[src/hw/rtl/tcw_pkg.sv]
// ----------------------------------------------------------------------------
// tcw_pkg
// Shared types, codes and helpers of the text console writer: request and
// result items, command codes, character constants, controller/datapath links.
// ----------------------------------------------------------------------------
`timescale 1ns / 1ps
`default_nettype none

package tcw_pkg;

    // Request item
    typedef struct packed {
        logic [2:0] mode;
        logic [7:0] char_code;
        logic [6:0] column;
        logic [4:0] line;
    } req_t;

    // Result item
    typedef struct packed {
        logic [6:0] cursor_column;
        logic [4:0] cursor_line;
        logic [7:0] color_attribute;
        logic [7:0] cell_char;
        logic [7:0] cell_attribute;
        logic       position_error;
        logic       scrolled;
    } rsp_t;

    // Command codes
    localparam logic [2:0] MODE_PRINT = 3'd0;
    localparam logic [2:0] MODE_SET   = 3'd1;
    localparam logic [2:0] MODE_BACK  = 3'd2;
    localparam logic [2:0] MODE_CLEAR = 3'd3;
    localparam logic [2:0] MODE_READ  = 3'd4;

    // Characters and attributes
    localparam logic [7:0] CH_BACKSPACE = 8'h08;
    localparam logic [7:0] CH_NEWLINE   = 8'h0A;
    localparam logic [7:0] CH_ESCAPE    = 8'h1B;
    localparam logic [7:0] CH_SPACE     = 8'h20;
    localparam logic [7:0] CH_ERROR     = 8'h45;
    localparam logic [7:0] ATTR_DEFAULT = 8'h0F;
    localparam logic [7:0] ATTR_ERROR   = 8'hF4;

    // Escape sequence progress
    localparam logic [1:0] ESC_IDLE = 2'd0;
    localparam logic [1:0] ESC_BG   = 2'd1;
    localparam logic [1:0] ESC_FG   = 2'd2;

    // Store sweeps
    typedef enum logic [1:0] {
        SW_NONE,
        SW_INIT,
        SW_CLEAR,
        SW_SCROLL
    } sweep_t;

    // Controller to datapath
    typedef struct packed {
        logic   load_item;
        logic   exec;
        logic   load_out;
        sweep_t sweep;
    } ctrl_t;

    // Datapath to controller
    typedef struct packed {
        logic slot_free;
        logic exec_scroll;
        logic exec_clear;
        logic sweep_last;
    } stat_t;

    // Hex digit value, non-digits give zero
    function automatic logic [3:0] hex_digit(input logic [7:0] c);
        logic [3:0] v;
        v = 4'd0;
        if (c >= 8'h30 && c <= 8'h39) begin
            v = c[3:0];
        end else if ((c >= 8'h61 && c <= 8'h66) || (c >= 8'h41 && c <= 8'h46)) begin
            v = c[3:0] + 4'd9;
        end
        return v;
    endfunction

endpackage

`default_nettype wire

[src/hw/rtl/tcw_ctrl.sv]
// ----------------------------------------------------------------------------
// tcw_ctrl
// Sequencer: accepts items, runs the execute step, the clear, scroll and
// reset sweeps of the screen store, and hands results to the output register.
// ----------------------------------------------------------------------------
`timescale 1ns / 1ps
`default_nettype none

module tcw_ctrl (
    input  wire logic           clk,
    input  wire logic           rst_n,
    input  wire logic           req_valid,
    output logic                req_ready,
    input  wire tcw_pkg::stat_t stat,
    output tcw_pkg::ctrl_t      ctrl
);

    typedef enum logic [2:0] {
        S_INIT,
        S_IDLE,
        S_EXEC,
        S_SCROLL,
        S_CLEAR,
        S_FINISH
    } state_t;

    state_t state_reg;
    state_t state_next;
    logic   accept;

    // Ready in idle, or while a result is handed over
    always_comb
    begin
        req_ready = (state_reg == S_IDLE) || (state_reg == S_FINISH && stat.slot_free);
        accept    = req_valid && req_ready;
    end

    // Commands and next state
    always_comb
    begin
        ctrl.load_item = accept;
        ctrl.exec      = 1'b0;
        ctrl.load_out  = 1'b0;
        ctrl.sweep     = tcw_pkg::SW_NONE;
        state_next     = state_reg;
        case (state_reg)
            S_INIT:
            begin
                ctrl.sweep = tcw_pkg::SW_INIT;
                if (stat.sweep_last)
                    state_next = S_IDLE;
            end
            S_IDLE:
            begin
                if (accept)
                    state_next = S_EXEC;
            end
            S_EXEC:
            begin
                ctrl.exec = 1'b1;
                if (stat.exec_scroll)
                    state_next = S_SCROLL;
                else if (stat.exec_clear)
                    state_next = S_CLEAR;
                else
                    state_next = S_FINISH;
            end
            S_SCROLL:
            begin
                ctrl.sweep = tcw_pkg::SW_SCROLL;
                if (stat.sweep_last)
                    state_next = S_FINISH;
            end
            S_CLEAR:
            begin
                ctrl.sweep = tcw_pkg::SW_CLEAR;
                if (stat.sweep_last)
                    state_next = S_FINISH;
            end
            S_FINISH:
            begin
                if (stat.slot_free)
                begin
                    ctrl.load_out = 1'b1;
                    state_next    = accept ? S_EXEC : S_IDLE;
                end
            end
            default:
            begin
                state_next = S_IDLE;
            end
        endcase
    end

    // State register
    always_ff @(posedge clk or negedge rst_n)
    begin
        if (!rst_n)
            state_reg <= S_INIT;
        else
            state_reg <= state_next;
    end

endmodule

`default_nettype wire

[config.mk]
export PLATFORM = sky130hd
export DESIGN_NAME = tcw_ctrl
export DESIGN_NICKNAME = d
export VERILOG_FILES = /design/src/hw/rtl/tcw_pkg.sv /design/src/hw/rtl/tcw_ctrl.sv
export SDC_FILE = /design/constraint.sdc
export NUM_CORES = 1
export LEC_CHECK = 0
export ABC_AREA = 1
export BUFFER_PORTS_ARGS = -buffer_cell sky130_fd_sc_hd__clkbuf_2
export CAP_MARGIN = 20
export CORE_AREA = 2 2 39 41
export CTS_CLUSTER_DIAMETER = 200
export DETAILED_ROUTE_END_ITERATION = 6
export DIE_AREA = 0 0 41 43
export PLACE_DENSITY = 0.55
export SKIP_CTS_REPAIR_TIMING = 1
export SLEW_MARGIN = 20
export SYNTH_ARGS = -nofsm -noshare
export SYNTH_HDL_FRONTEND = slang
export SYNTH_SLANG_ARGS = --single-unit
[constraint.sdc]
create_clock -name clk -period 1.3 [get_ports clk]
set_clock_uncertainty 0.1 [all_clocks]
set_input_delay 0.13 -clock clk [delete_from_list [all_inputs] [get_ports clk]]
set_output_delay 0.13 -clock clk [all_outputs]
set_load 0.005 [all_outputs]
---- Word level (Yosys, flattened, before mapping) ----
Cells that the tools add are included.
operators by class
  eq/ne operators ......................... 9
  muxes and demuxes ....................... 12
  reduce and logical (&&, ||, !) cells .... 6
operators with widths
  kind                number
  $mux 3              5
  $pmux 3 s5          1
  $eq 3x2->1 const B  2
  $eq 3x3->1 const B  2
  $ne 2x2->1 const B  3
  $pmux 2 s3          1
  $mux 1              4
  $reduce_and 4->1    1
  $eq 3x1->1 const B  1
  $logic_not 3->1     1
  $logic_and 1x1->1   2
  $mux 2              1
  $ne 2x1->1 const B  1
  $reduce_or 2->1     1
  $logic_or 1x1->1    1
storage, ports and cells
  bits in registers ....................... 3
  bits of input ports ..................... 7
  logic and storage cells ................. 28

---- Longest topological paths before layout ----
Gate-level depths: netlist of the first run.
  depth in word-level cells ............... 7
  depth in mapped cells ................... 9

---- Worst setup path after synthesis of the first run ----
OpenSTA, ideal clock, no wires.
  path type ............................... reg-to-output
  from .................................... register state_reg[1]
  to ...................................... output port ctrl[4] (netlist name)
  data arrival time ....................... 0.914 ns
  data required time ...................... 1.070 ns
  path slack .............................. 0.156 ns
  cell stages (with the launch flop) ...... 6
  buffers on the path ..................... 2
  cell sequence ........................... dfrtp_1 buf_6 inv_4 nand2_4 a211oi_1 buf_4
on the way
  cells in the longest elaborated chain, start to end .. 4
  elaborated cells between the ends (all ways) .. 5
RTL lines
  what                      RTL line         RTL
  start: declaration        tcw_ctrl.sv:27   state_t state_reg;
  start signal: assignment  tcw_ctrl.sv:101  state_reg <= state_next;
  $eq 3x3->1                tcw_ctrl.sv:34   req_ready = (state_reg == S_IDLE) || (state_reg == S_FINISH && stat.slot_free);
  $logic_and 1x1->1         tcw_ctrl.sv:34
  $logic_or 1x1->1 (*)      tcw_ctrl.sv:34
  $logic_and 1x1->1 (*)     tcw_ctrl.sv:35   accept = req_valid && req_ready;
  end: declaration          tcw_ctrl.sv:15   output tcw_pkg::ctrl_t ctrl
Every way passes the cells marked *; elsewhere a longest branch is shown, timed or not.

==> metrics.yaml, run 1 <==
yosys:
  post-synth-top-area-cell: "dfrtp_1"
  synth_fp_nets: 69
  synth_top_area_share_pct: 17.24
  synth.distinct_cells: 22
  synth_area_leaders: "dfrtp_1 17%, nand2_1 16%, buf_6 7.8%"
  ys_ff_latch: 3
  synthCells: 62
  ys_warn_count: 0
  syn_area_sq_um: 435.4
  avgSynthCellArea_sq_um: 7.023
  yosysSeqAreaShare_pct: 17.24
timing:
  fin_crit_ns: 1.387
  slew_headroom_pct: 83.20
  period_share_pct: 106.7
  worst_pin_slew_ns: 0.2520
  max_clock_freq_mhz: 720.9
  slew_violations: 0
  final-setup-viol-count: 9
  setup_ws_ns: -0.08714
  timing.hold.ws_ns: 0.1300
  finalHoldViolCount: 0
  grt_setup_unrepaired: "yes"
finish:
  fin_util_pct: 46.20
  layout_common_cells: "18 x nand2_1, 7 x clkbuf_2, 7 x buf_4"
  drive_gt1_share_pct: 58.33
  final_nets: 92
  largest_reg_flops: 3
  area.growth.synth_to_final_pct: 46.84
  final_common_cell: "nand2_1"
  n_antenna_cell: 0
routing:
  drt-met1-wl_um: 490
  drc_errors: 0
  wl_per_cell_um: 10.21
  wirelength_um: 1021
  drt-vias-per-instance: 4.410
  via_count: 441
  wl_met3_um: 10
  top_layer_used: "met3"
  wl_met2_um: 520
  drtAntennaViolNets: 0
  drt_first_iter_violations: 7
  drt-pass1-iter-count: 4
critical_path:
  critical_path_arrival_ns: 1.16
  start_kind: "register"
  timing_worst_setup_path_type: "reg2out"
  critPathCaptureType: "output port"
  required_ns: 1.07
  crit_fanout: 6
clocking:
  tritoncts: "yes"
  cts.sinks: 3
  path_clk_slew_ns: 0.04
  clockBufferDepth: 2
  numCtsBuffers: 3
  clock_latency_ns: 0.23
  clockRootBuffer: "clkbuf_4"
  cts_max_level: 1
grt:
  grt_antenna_before_repair: 0
  grt_usage_pct: 10.78
  grt_overflow_total: 0
  first_global_vias: 333
  grt_max_degree: 9
  grt_pass1_wl_um: 1345
placed_design:
  port_buffers: 12
  gp_congestion: 0.7335
  dp_hpwl_um: 686.6
power_and_ir_drop:
  switchingPower_mw: 0.7686
  p_int_mw: 0.8259
  p_leak_nw: 0.3467
  switching_share_pct: 48.20
  seqPwrFrac_pct: 15.0
  powerDensity_mw_per_mm2: 2494
  peakVddDrop_uv: 735.9
  pwr-share-comb_pct: 75.0
  power.share.clock_pct: 10.0
status:
  violations: "negative setup slack"
  status: "finished, violations left"
floorplanning:
  die-area_sq_mm: 0.001763
  core_sq_mm: 0.001384
  initial_core_util_pct: 31.46
  die_h_um: 43
  fp.dieW_um: 41
  rows: 14
  top_level_ports: 13
run:
  maxCapViolCount: 0
min_path:
  hold_path.class: "in2async"
==> path summary, 6_finish.rpt <==
check	startpoint	endpoint	slack, ns	cells past startpoint
setup / recovery	state_reg[1]	ctrl[2]	-0.09	4
hold / removal	rst_n	state_reg[0]	0.13	2
setup reg to reg	state_reg[2]	state_reg[1]	-0.02	7
hold reg to reg	state_reg[0]	state_reg[0]	0.55	3
max in group asynchronous	rst_n	state_reg[2]	0.85	2
min in group clk	stat[2]	state_reg[2]	0.15	4
==> area by class of cell <==
class	count	area, sq um
Sequential cell	3	77.57
Inverter	10	50.05
Multi-Input combinational cell	45	305.3
Clock buffer	4	26.28
Fill cell	146	744.5
Tap cell	16	20.02
Timing Repair Buffer	22	160.2
==> cells in the mapped netlist, drive strengths merged <==
| cell | n |
|---|---|
| a211oi | 1 |
| a21oi | 1 |
| buf | 4 |
| dfrtp | 3 |
| inv | 10 |
| nand2 | 24 |
| nand3 | 9 |
| nand4 | 1 |
| nor2 | 6 |
| nor3 | 1 |
| o21ai | 2 |
==> power groups by stage <==
stage	Sequential [mW]	Clock (mW)	Combinational (mW)
2_1_floorplan	0.156	0	0.818
3_3_place_gp	0.254	0	0.885
3_5_place_dp	0.255	0	0.886
4_1_cts	0.254	0.161	0.890
5_1_grt	0.245	0.169	1.32
6_report	0.239	0.159	1.20
==> through the flow <==
step                setup TNS [ns]  area (sq um)  std cells  setup slack [ns]  power, mW
floorplan                        0         435.4         62            0.1559     0.9738
global placement           -0.1806         494.2         87          -0.06396      1.139
detailed placement         -0.1840         494.2         87          -0.06473      1.141
CTS                         -1.228         520.5         91           -0.2548      1.305
global route               -0.8433         639.4        100           -0.1203      1.729
finish                     -0.3582         639.4        100          -0.08714      1.594
==> logic make-up after synthesis <==
kind of cell / Yosys count / synth area share [%]
AOI/OAI and AO/OA: 4 / 5.172
buffers and inverters: 14 / 20.98
DFF: 3 / 17.24
and+or+nand+nor: 41 / 56.61
==> metal layers <==
layer	GRT usage, %	vias to the layer above
li1	-	234
met1	14.94	202
met2	17.19	5
met3	0	0
met4	4.000	0
met5	0	-
==> worst max-delay path, cell delays in order, from the launching register on <==
cell and delay (ns):
dfrtp_2 0.46, inv_4 0.11, nand2_8 0.07, nor3_2 0.15, buf_2 0.13
No activity file was read; power rests on OpenSTA's default activity.
==> inputs of run 2 (changes only) <==
--- a/config.mk
+++ b/config.mk
@@ -7,12 +7,11 @@
 export LEC_CHECK = 0
 export ABC_AREA = 1
 export BUFFER_PORTS_ARGS = -buffer_cell sky130_fd_sc_hd__clkbuf_2
-export CAP_MARGIN = 20
 export CORE_AREA = 2 2 39 41
 export CTS_CLUSTER_DIAMETER = 200
 export DETAILED_ROUTE_END_ITERATION = 6
 export DIE_AREA = 0 0 41 43
-export PLACE_DENSITY = 0.55
+export PLACE_DENSITY = 0.53
 export SKIP_CTS_REPAIR_TIMING = 1
 export SLEW_MARGIN = 20
 export SYNTH_ARGS = -nofsm -noshare
==> run 2 against run 1 <==
The flow still finishes with violations (negative setup slack); routed wire length is 15% lower; clock-buffer cell count stayed put; fmax is 2.7% higher; combinational power is 17% lower; power is 13% lower; core utilization is 4.9 points lower; clock power hardly changed; sequential share of layout area is 1.4 points higher; die area stayed put; via count is 2.9% lower; critical endpoint is now ctrl[1]; largest power group unchanged.
==> metrics.yaml, run 2 (synthesized netlist as in run 1, its figures left out) <==
critical_path:
  required_ns: 1.07
  cp.buffers_inverters: 2
  crit_family: "flip-flops"
  max_stage_delay_ns: 0.48
  crit_fanout: 8
  crit_path_cell_trace: "inv_6 > nand3_1 > nand2_1 > clkbuf_2"
  critPathCaptureType: "output port"
  timing_worst_setup_path_type: "reg2out"
  start_kind: "register"
  crit_path_top_delay_cell: "dfrtp_2"
  critical_path_arrival_ns: 1.12
routing:
  drt_first_iter_violations: 7
  drt-vias-per-instance: 4.412
  via_count: 428
  wl_per_cell_um: 8.918
  drtAntennaViolNets: 0
  wl_met2_um: 425
  top_layer_used: "met3"
  wl_met3_um: 17
  drt-met1-wl_um: 422
  drt-pass1-iter-count: 2
  wirelength_um: 865
  drc_errors: 0
grt:
  first_global_vias: 341
  grt_antenna_before_repair: 0
  grt_pass1_wl_um: 1345
  grt_usage_pct: 10.88
  grt_overflow_total: 0
  grt_max_degree: 9
finish:
  n_antenna_cell: 0
  drive_gt1_share_pct: 53.09
  final_nets: 89
  final_common_cell: "nand2_1"
  layout_common_cells: "19 x nand2_1, 9 x clkbuf_2, 6 x inv_1, 6 x nand3_1, 5 x buf_4"
  final_cells: 97
  nFillCells: 141
  area.growth.synth_to_final_pct: 31.32
  largest_reg_flops: 3
timing:
  setup_tns_ns: -0.1698
  grt_setup_unrepaired: "yes"
  finalHoldViolCount: 0
  setup_ws_ns: -0.05127
  max_clock_freq_mhz: 740.0
  final-setup-viol-count: 6
  slew_violations: 0
  period_share_pct: 103.9
  fin_crit_ns: 1.351
  timing.hold.ws_ns: 0.1313
  worst_pin_slew_ns: 0.2344
  slew_headroom_pct: 84.37
clocking:
  numCtsBuffers: 3
  cts.sinks: 3
  tritoncts: "yes"
  cts_max_level: 1
  path_clk_slew_ns: 0.03
  clockRootBuffer: "clkbuf_4"
  clock_latency_ns: 0.23
  clockBufferDepth: 2
placed_design:
  gp_congestion: 0.7265
  dp_hpwl_um: 718.8
  port_buffers: 12
  dp.cells: 88
status:
  violations: "negative setup slack"
  status: "finished, violations left"
floorplanning:
  top_level_ports: 13
  fp.dieW_um: 41
  initial_core_util_pct: 31.46
  die_h_um: 43
  core_sq_mm: 0.001384
  die-area_sq_mm: 0.001763
  rows: 14
power_and_ir_drop:
  p_leak_nw: 0.3247
  powerDensity_mw_per_mm2: 2425
  peakVddDrop_uv: 809.8
run:
  maxCapViolCount: 0
min_path:
  hold_path.class: "in2reg"
==> run 2: layout make-up <==
type	instances	area, sq um	share of cell area, %
Clock buffer	4	26.28	4.595
Inverter	10	50.05	8.753
Multi-Input combinational cell	45	279.0	48.80
Sequential cell	3	77.57	13.57
Tap cell	16	20.02	3.501
Timing Repair Buffer	19	118.9	20.79
==> run 2: worst register-to-register path: stages, from the launching register on <==
cell and delay [ns]:
dfrtp_1 0.36, buf_4 0.17, nand2_4 0.11, buf_4 0.12
nand3_2 0.06, nor2_2 0.09, nor2_2 0.05, nand2_1 0.06
nand2_1 0.04
==> run 2: layer usage <==
metal / vias up / global-route usage, %
li1: 228 / -
met1: 195 / 15.26
met2: 5 / 16.25
met3: 0 / 3.141
met4: 0 / 2.000
met5: - / 0
==> run 2: worst paths after layout <==
| check | end | depth (start not counted) | start | slack [ns] |
|---|---|---|---|---|
| max | ctrl[1] | 4 | state_reg[2] | -0.05 |
| min | state_reg[2] | 4 | stat[2] | 0.13 |
| max reg2reg | state_reg[0] | 8 | state_reg[0] | 0.03 |
| min reg2reg | state_reg[0] | 3 | state_reg[0] | 0.55 |
| max in group asynchronous | state_reg[1] | 2 | rst_n | 0.84 |
| min in group asynchronous | state_reg[0] | 2 | rst_n | 0.14 |
==> run 2: through the flow <==
stage | util [%] | power, mW | setup WS (ns) | area [sq um]
3_5_place_dp | 35.35 | 1.115 | -0.03735 | 489.2
2_1_floorplan | - | 0.9738 | 0.1559 | 435.4
3_3_place_gp | 35.35 | 1.122 | -0.03513 | 489.2
4_1_cts | 37.25 | 1.284 | -0.2555 | 515.5
5_1_grt | 41.32 | 1.530 | -0.1150 | 571.8
6_report | 41.32 | 1.386 | -0.05127 | 571.8
==> run 2: where the power goes <==
| group | total, mW | switching [mW] | internal, mW |
|---|---|---|---|
| logic | 1.00 | 0.556 | 0.448 |
| registers | 0.225 | 0.0808 | 0.144 |
| clock network | 0.158 | 0.0429 | 0.115 |
| total | 1.39 | 0.679 | 0.707 |
